[config.mk]
export PLATFORM = sky130hd
export DESIGN_NAME = q2e_queue
export DESIGN_NICKNAME = d
export VERILOG_FILES = /design/src/rtl/core/q2e_pkg.sv /design/src/rtl/core/q2e_queue.sv
export SDC_FILE = /design/constraint.sdc
export NUM_CORES = 1
export LEC_CHECK = 0
export ABC_CLOCK_PERIOD_IN_PS = 1200
export CORE_MARGIN = 2
export CORE_UTILIZATION = 54
export DETAILED_ROUTE_END_ITERATION = 12
export DONT_BUFFER_PORTS = 1
export PLACE_DENSITY = 0.79
export RECOVER_POWER = 50
export SYNTH_ARGS = -nofsm -noshare
export SYNTH_HDL_FRONTEND = slang
export SYNTH_SLANG_ARGS = --single-unit
[constraint.sdc]
create_clock -name clk -period 1.2 [get_ports clk]
set_input_delay 0.06 -clock clk [delete_from_list [all_inputs] [get_ports clk]]
set_output_delay 0.06 -clock clk [all_outputs]
set_load 0.01 [all_outputs]
[src/rtl/core/q2e_pkg.sv]
`timescale 1ns / 1ps
`default_nettype none

package q2e_pkg;

    localparam int QW               = 16;
    localparam int PROD_W           = 32;
    localparam int ARG_W            = 33;
    localparam int S_W              = 32;
    localparam int ROOT_W           = 31;
    localparam int RAD_W            = 62;
    localparam int DP_W             = 36;
    localparam int Z_W              = 34;
    localparam int OUT_W            = 16;
    localparam int MARGIN_W         = 15;
    localparam int CFG_IDX_W        = 2;
    localparam int CFG_DATA_W       = 15;
    localparam int QDEPTH           = 4;
    localparam int ISQ_STEPS        = 31;
    localparam int ISQ_TOP_EXP      = 2 * (ISQ_STEPS - 1);
    localparam int CORDIC_STEPS_DEF = 16;
    localparam int ANGLE_BITS_DEF   = 16;

    localparam logic [CFG_IDX_W-1:0] REG_DIRECTION   = 2'd0;
    localparam logic [CFG_IDX_W-1:0] REG_LOCK_MARGIN = 2'd1;
    localparam logic [MARGIN_W-1:0]  MARGIN_RESET    = 15'd33;

    // classified item handed from front to back
    typedef struct packed {
        logic signed [ARG_W-1:0] head_y;
        logic signed [ARG_W-1:0] head_x;
        logic signed [ARG_W-1:0] bank_y;
        logic signed [ARG_W-1:0] bank_x;
        logic signed [S_W-1:0]   sin_p;
        logic                    lock;
    } q2e_item_t;

    // atan(2^-i) in units of 2^-32 turn
    function automatic logic [31:0] q2e_atan(input int unsigned idx);
        case (idx)
            0:       return 32'd536870912;
            1:       return 32'd316933406;
            2:       return 32'd167458907;
            3:       return 32'd85004756;
            4:       return 32'd42667331;
            5:       return 32'd21354465;
            6:       return 32'd10679838;
            7:       return 32'd5340245;
            8:       return 32'd2670163;
            9:       return 32'd1335087;
            10:      return 32'd667544;
            11:      return 32'd333772;
            12:      return 32'd166886;
            13:      return 32'd83443;
            14:      return 32'd41722;
            15:      return 32'd20861;
            16:      return 32'd10430;
            17:      return 32'd5215;
            18:      return 32'd2608;
            19:      return 32'd1304;
            20:      return 32'd652;
            21:      return 32'd326;
            22:      return 32'd163;
            23:      return 32'd81;
            default: return 32'd0;
        endcase
    endfunction

endpackage

`default_nettype wire

[src/rtl/core/q2e_queue.sv]
`timescale 1ns / 1ps
`default_nettype none

module q2e_queue
    import q2e_pkg::*;
#(
    parameter int W     = 8,
    parameter int DEPTH = QDEPTH
)
(
    input  logic                       clk,
    input  logic                       rst_n,
    input  logic                       push,
    input  logic [W-1:0]               din,
    input  logic                       pop,
    output logic [W-1:0]               dout,
    output logic                       empty,
    output logic [$clog2(DEPTH+1)-1:0] count
);

    localparam int AW = $clog2(DEPTH);
    localparam int CW = $clog2(DEPTH + 1);

    logic [W-1:0]  mem_reg [DEPTH];
    logic [AW-1:0] wr_ptr_reg;
    logic [AW-1:0] rd_ptr_reg;
    logic [CW-1:0] count_reg;

    always_ff @(posedge clk or negedge rst_n)
    begin
        if (!rst_n)
        begin
            wr_ptr_reg <= '0;
            rd_ptr_reg <= '0;
            count_reg  <= '0;
        end
        else
        begin
            if (push)
                wr_ptr_reg <= wr_ptr_reg + 1'b1;
            if (pop)
                rd_ptr_reg <= rd_ptr_reg + 1'b1;
            if (push && !pop)
                count_reg <= count_reg + 1'b1;
            else if (pop && !push)
                count_reg <= count_reg - 1'b1;
        end
    end

    always_ff @(posedge clk)
    begin
        if (push)
            mem_reg[wr_ptr_reg] <= din;
    end

    assign dout  = mem_reg[rd_ptr_reg];
    assign empty = (count_reg == '0);
    assign count = count_reg;

endmodule

`default_nettype wire

### Word level (Yosys, flattened, before mapping)

Memories as Yosys holds them, arrays and structs flattened.
Cells that the tools add are included.

* input bits: 12
* memories kept: 1
* register bits after elaboration: 7
* RAM bits: 32
* logic and storage cells: 18

Memories
* mem_reg: depth 4, bits a word 8, read ports 1, clocked after Yosys merged registers in 0, write ports 1, line q2e_queue.sv:24 `logic [W-1:0] mem_reg [DEPTH];`

* $add $sub $neg: 4
* muxes and demuxes: 4
* reductions and logical operators: 6

Operators with widths (number)
* $mux 3: 2
* $add 2x1->2 const B: 2
* $add 3x1->3 const B: 1
* $logic_not 3->1: 1
* $sub 3x1->3 const B: 1
* $logic_and 1x1->1: 2
* $logic_not 1->1: 2
* $mux 1: 2
* $reduce_bool 2->1: 1

### Depth between registers and ports, before layout

Gate-level depths: netlist of run 1.

* depth after elaboration: 4
* gate-level depth with buffers: 7
* gate-level depth less buffers: 7

### Least setup slack after synthesis of run 1

No wires, ideal clock.

* path type: register to register
* start point: register count_reg[0], in the netlist count[0]
* end point: register count_reg[2], in the netlist count[2]
* library setup time: 0.079 ns
* setup slack: -0.138 ns
* path buffers: 0
* period minus slack after synthesis: 1.338 ns
* stages on the path, launching flop included: 5
* arrival: 1.259 ns
* cells stage by stage: dfrtp_1 -> fa_1 -> xor2_1 -> nor2_1 -> xor2_1

* longest elaborated chain between the ends: 3
* elaborated cells between the ends (all ways): 4
* those cells by class: 2 x add/sub; 2 x mux

Ends and longest elaborated chain
* from (decl): line q2e_queue.sv:27 `logic [CW-1:0] count_reg;`
* from (signal assigned): line q2e_queue.sv:44 `count_reg <= count_reg + 1'b1;`
* from (signal assigned): line q2e_queue.sv:46 `count_reg <= count_reg - 1'b1;`
* $sub 3x1->3: line q2e_queue.sv:46
* $mux 3: line q2e_queue.sv:45 `else if (pop && !push)`
* $mux 3 (*): line q2e_queue.sv:43 `if (push && !pop)`

Every way passes the cells marked *; elsewhere a longest branch is shown, timed or not. The select of a mux whose other input is x is not followed.
A chain may end at the register's enable or synchronous reset.

### Final worst setup path of run 1

* start point: register rd_ptr_reg[0]
* end point: output port dout[3]

* longest elaborated chain between the ends: 1

Ends and longest elaborated chain
* from (decl): line q2e_queue.sv:26 `logic [AW-1:0] rd_ptr_reg;`
* from (signal assigned): line q2e_queue.sv:42 `rd_ptr_reg <= rd_ptr_reg + 1'b1;`
* $mem_v2 4x8
* to (decl): line q2e_queue.sv:16 `output logic [W-1:0] dout,`

No other way between the ends.

==> results.py, run 1 <==
metrics = {
    "detailed_routing": {
        "wire_per_inst_um": 18.8,
        "viasPerCell": 5.39,
        "wl_mm": 2.48,
        "drc": 0,
        "drtPass1Iterations": 4,
        "drt-initial-drc-count": 18,
        "ant_nets": 0,
        "vias": 712,
    },
    "global_route": {
        "grt_pass1_wl_mm": 3.82,
        "antenna_found_initial": 0,
        "grt_pass1_vias": 777,
        "track_usage": 0.168,
        "overflow": 0,
        "grt_max_degree": 14,
    },
    "synthesis": {
        "synth_edf_count": 32,
        "yosys_warnings": 0,
        "ys.flop_type": "edfxtp_1",
        "synth_nets": 93,
        "ys_ff_latch": 39,
        "ys_types": 16,
        "synth_top_cells_by_area": "edfxtp_1, mux4_2, dfrtp_1",
        "avgSynthCellArea_um2": 20.5,
        "synthArstFlopShare": 0.179,
        "syn_area_mm2": 0.00154,
        "synth_area_leader_cell": "edfxtp_1",
        "synth_top_area_share": 0.624,
        "synth_commonest_cells": "edfxtp_1, mux4_2, dfrtp_1, ha_1",
        "synth_cells": 75,
        "synth-seq-area-share": 0.738,
        "yosysMostFrequentCell": "edfxtp_1",
    },
    "die": {
        "dieHeight_um": 57.4,
        "core-area_mm2": 0.00273,
        "die_w_um": 57.4,
        "ios": 24,
        "core.rowCount": 19,
        "start_util": 0.563,
        "die_area_mm2": 0.00330,
    },
    "placed_design": {
        "placedCellCount": 112,
        "gp_congestion": 0.705,
        "place_ws_ps": -55.5,
        "hpwl_mm": 1.54,
        "portBuffers": 0,
    },
    "layout": {
        "largest_reg_flops": 32,
        "finalNonFillerCells": 132,
        "drive_gt1_frac": 0.386,
        "areaGrowthSynthToFinish_pct": 21.2,
        "num_antenna_cells": 0,
        "nets": 118,
    },
    "timing": {
        "tightest_slew_ps": 394,
        "hold_viol": 0,
        "period_share": 1.24,
        "slew_headroom": 0.737,
        "fin_crit_ps": 1490,
        "layout_setup_ws_ps": -292,
        "final-setup-viol-count": 18,
        "worst_clock_skew_ps": 6.62,
        "finalMaxSlewViolations": 0,
        "fmax_ghz": 0.670,
        "rsz0062_at_grt": "yes",
    },
    "power": {
        "power.density_mw_per_mm2": 2210,
        "peakVddDrop_mv": 1.69,
        "leakagePower_nw": 0.675,
        "finalPower_mw": 4.13,
    },
    "setup_path": {
        "startpoint_type": "flop",
        "required_ps": 1140,
        "arrival_ps": 1430,
        "setup.worst_path.end_class": "output pin",
        "worstSetupPathType": "flop to output pin",
        "worstPathMaxFanout": 5,
    },
    "clock_network": {
        "cts.clk_slew.worst_paths_ps": 120,
        "insertion_delay_ps": 350,
        "ctsRootBufferMaster": "clkbuf_4",
        "clockBufferDepth": 2,
        "cts_tree": "done",
        "clock-sinks": 39,
        "cts-buffers-inserted": 5,
        "htree_num_levels": 2,
    },
    "worst_hold_path": {
        "hold_class": "primary input to asynchronous set/reset pin",
    },
    "status": {
        "violations": "negative setup slack",
        "status": "finished, violations left",
    },
    "flow_run": {
        "cap_violations": 0,
    },
}
==> what timing repair did <==
| item | in CTS | in global routing |
|---|---|---|
| setup endpoints to repair | 43 | 35 |
| hold buffers | 11 | 0 |
| resized for setup | 11 | 6 |
| endpoints found under the hold margin | 44 | 0 |
| setup buffers | 1 | 2 |
| pin swaps | 3 | 4 |
==> cell usage in the layout (no fill, tap or decap), types with 3 or more instances in the layout <==
master / n
buf_6: 3
and2_4: 3
dfrtp_1: 4
buf_4: 6
dfrtp_2: 3
clkbuf_4: 5
dlygate4sd3_1: 10
xor2_1: 4
edfxtp_1: 32
ha_1: 3
mux4_2: 8
==> area by class of cell <==
type                    count  area [µm²]
clock inverters             3        20.0
multi-input cells          30         424
inverters                   4        15.0
repair buffers             20         191
flip-flops and latches     39        1140
well taps                  31        38.8
clock buffers               5        37.5
fillers                   161         867
==> kinds of logic after synthesis <==
group | after synthesis | synth area share
AOI/OAI and AO/OA | 1 | 0.00325
xor gates and xnor gates | 6 | 0.0341
adders and majority gates | 6 | 0.0536
buffers and inverters | 6 | 0.0203
DFF | 39 | 0.738
muxes | 9 | 0.124
and+or+nand+nor | 8 | 0.0268
==> where the power goes <==
| group | total, mW | internal (mW) | switching [mW] | leakage, nW |
|---|---|---|---|---|
| Combinational | 1.43 | 0.759 | 0.667 | 0.274 |
| Sequential | 2.05 | 1.82 | 0.231 | 0.373 |
| Clock | 0.655 | 0.224 | 0.431 | 0.0272 |
| Total | 4.13 | 2.80 | 1.33 | 0.675 |
==> critical path, stage by stage, from the launching register on <==
cell	delay [ps]
dfrtp_1	400
buf_6	150
mux4_2	540
==> per-layer routing <==
layer / vias to the layer above / wire length, µm / track usage
li1: 334 / - / -
met3: 9 / 150 / 0.0816
met4: 0 / 79 / 0.0997
met1: 346 / 916 / 0.175
met5: - / 0 / 0
met2: 23 / 1330 / 0.274
==> final timing paths <==
path,slack [ps],end,cells after the start,start
max,-290,dout[3],2,rd_ptr_reg[0]
min reg2reg,620,wr_ptr_reg[0],2,wr_ptr_reg[0]
min in group clk,50,mem_reg[1][7],1,push
max in group asynchronous,900,wr_ptr_reg[0],1,rst_n
min,30,count[2],1,rst_n
max reg2reg,-70,count[2],4,count[0]
==> metrics by stage <==
step | setup TNS, ps | utilization | hold WS [ps] | instance area (µm²)
after floorplan | -102 | - | -236 | 1550
after global placement | -163 | 0.606 | -235 | 1660
after detailed placement | -1060 | 0.606 | -235 | 1660
after CTS | -2870 | 0.681 | 25.6 | 1860
after global routing | -3630 | 0.683 | 28.4 | 1870
final | -2420 | 0.683 | 30.1 | 1870
Power figures use the tool's default switching activity.
==> run 2: changes to the inputs <==
--- a/config.mk
+++ b/config.mk
@@ -12,6 +12,7 @@
 export DONT_BUFFER_PORTS = 1
 export PLACE_DENSITY = 0.79
 export RECOVER_POWER = 50
+export SKIP_CTS_REPAIR_TIMING = 1
 export SYNTH_ARGS = -nofsm -noshare
 export SYNTH_HDL_FRONTEND = slang
 export SYNTH_SLANG_ARGS = --single-unit
==> results.py, run 2 (synthesis results as in run 1) <==
metrics = {
    "layout": {
        "areaGrowthSynthToFinish_pct": 21.6,
        "nets": 119,
        "largest_reg_flops": 32,
        "finalNonFillerCells": 133,
        "layout_common_cells": "edfxtp_1, dlygate4sd3_1, mux4_2",
        "num_antenna_cells": 0,
        "final_util": 0.685,
        "drive_gt1_frac": 0.392,
        "finalInstanceArea_mm2": 0.00187,
        "final_common_cell": "edfxtp_1",
        "nFillCells": 162,
    },
    "setup_path": {
        "worstPathMaxFanout": 5,
        "slowest_delay_ps": 550,
        "startpoint_type": "flop",
        "worstSetupPathType": "flop to output pin",
        "required_ps": 1140,
        "cp_cell_sequence": "buf_6 -> mux4_2",
        "arrival_ps": 1430,
        "setup.worst_path.end_class": "output pin",
        "cp_slowest_cell": "mux4_2",
    },
    "worst_hold_path": {
        "hold_class": "primary input to flop",
    },
    "power": {
        "power.switching_mw": 1.35,
        "finalPower_mw": 4.18,
        "clockPowerShare": 0.158,
        "netSwitchingFraction": 0.322,
        "power_frac_seq": 0.491,
        "power.density_mw_per_mm2": 2230,
        "leakagePower_nw": 0.672,
        "p_int_mw": 2.84,
        "p_comb_frac": 0.351,
        "peakVddDrop_mv": 1.70,
    },
    "detailed_routing": {
        "drc": 0,
        "drt-initial-drc-count": 22,
        "ant_nets": 0,
        "wire_per_inst_um": 18.6,
        "viasPerCell": 5.41,
        "wl_mm": 2.47,
        "vias": 720,
        "drtPass1Iterations": 4,
    },
    "die": {
        "core-area_mm2": 0.00273,
        "dieHeight_um": 57.4,
        "die_area_mm2": 0.00330,
        "ios": 24,
        "start_util": 0.563,
        "core.rowCount": 19,
        "die_w_um": 57.4,
    },
    "timing": {
        "fin_setup_tns_ps": -2410,
        "slew_headroom": 0.721,
        "final-setup-viol-count": 11,
        "tightest_slew_ps": 419,
        "layout_setup_ws_ps": -292,
        "finalMaxSlewViolations": 0,
        "fin_crit_ps": 1490,
        "hold_viol": 0,
        "worst_clock_skew_ps": 3.49,
        "fin_hold_ws_ps": 0.123,
        "period_share": 1.24,
        "fmax_ghz": 0.670,
        "rsz0062_at_grt": "yes",
    },
    "clock_network": {
        "cts-buffers-inserted": 5,
        "cts.clk_slew.worst_paths_ps": 120,
        "clockBufferDepth": 2,
        "insertion_delay_ps": 350,
        "clock-sinks": 39,
        "htree_num_levels": 2,
        "ctsRootBufferMaster": "clkbuf_4",
        "cts_tree": "done",
    },
    "status": {
        "status": "finished, violations left",
        "violations": "negative setup slack",
    },
    "global_route": {
        "antenna_found_initial": 0,
        "grt_pass1_wl_mm": 3.58,
        "grt_max_degree": 14,
        "grt_pass1_vias": 736,
        "overflow": 0,
        "track_usage": 0.158,
    },
    "placed_design": {
        "placed_area_mm2": 0.00166,
        "portBuffers": 0,
        "place_ws_ps": -55.5,
        "placedCellCount": 112,
        "hpwl_mm": 1.54,
        "gp_congestion": 0.705,
    },
    "flow_run": {
        "cap_violations": 0,
    },
}
run 2: cell types whose count changed in the layout (fill, tap and decap cells not counted), sizes merged:
cell          delta
buf              +1
dlygate4sd3      +1
dlymetal6s4s     -1
run 2: power by group through the flow:
stage	clock (mW)	combinational, mW	sequential (mW)
floorplan	0	0.934	1.99
CTS	0.677	1.25	2.02
detailed placement	0	1.25	2.06
global route	0.736	1.59	2.08
finish	0.662	1.47	2.05
global placement	0	1.22	2.03
run 2: routing by layer:
| metal | track usage | routed length [µm] | vias to the layer above |
|---|---|---|---|
| met5 | 0 | 0 | - |
| met4 | 0.110 | 34 | 0 |
| met3 | 0.0658 | 129 | 4 |
| met2 | 0.252 | 1350 | 18 |
| met1 | 0.169 | 955 | 360 |
| li1 | - | - | 338 |
run 2: layout make-up:
class,count,area (µm²),area share
clock buffer,5,37.5,0.0200
clock inverter,3,20.0,0.0107
inverter,4,15.0,0.00802
multi-input combinational,30,425,0.227
sequential,39,1140,0.609
tap,31,38.8,0.0207
timing repair buffer,21,196,0.105
run 2: worst paths after layout:
| path | slack [ps] | depth (start not counted) | start | to |
|---|---|---|---|---|
| max | -290 | 2 | rd_ptr_reg[0] | dout[0] |
| min | 0.1 | 2 | push | count[0] |
| max reg2reg | -70 | 4 | count[0] | count[2] |
| min reg2reg | 600 | 2 | wr_ptr_reg[0] | wr_ptr_reg[0] |
| max in group asynchronous | 910 | 1 | rst_n | wr_ptr_reg[0] |
| min in group asynchronous | 30 | 1 | rst_n | count[2] |
run 2: worst max-delay path, delay by kind of cell (launching register included):
kind,cells,cell delay (ps)
muxes,1,550
DFF,1,400
buffers and inverters,1,140
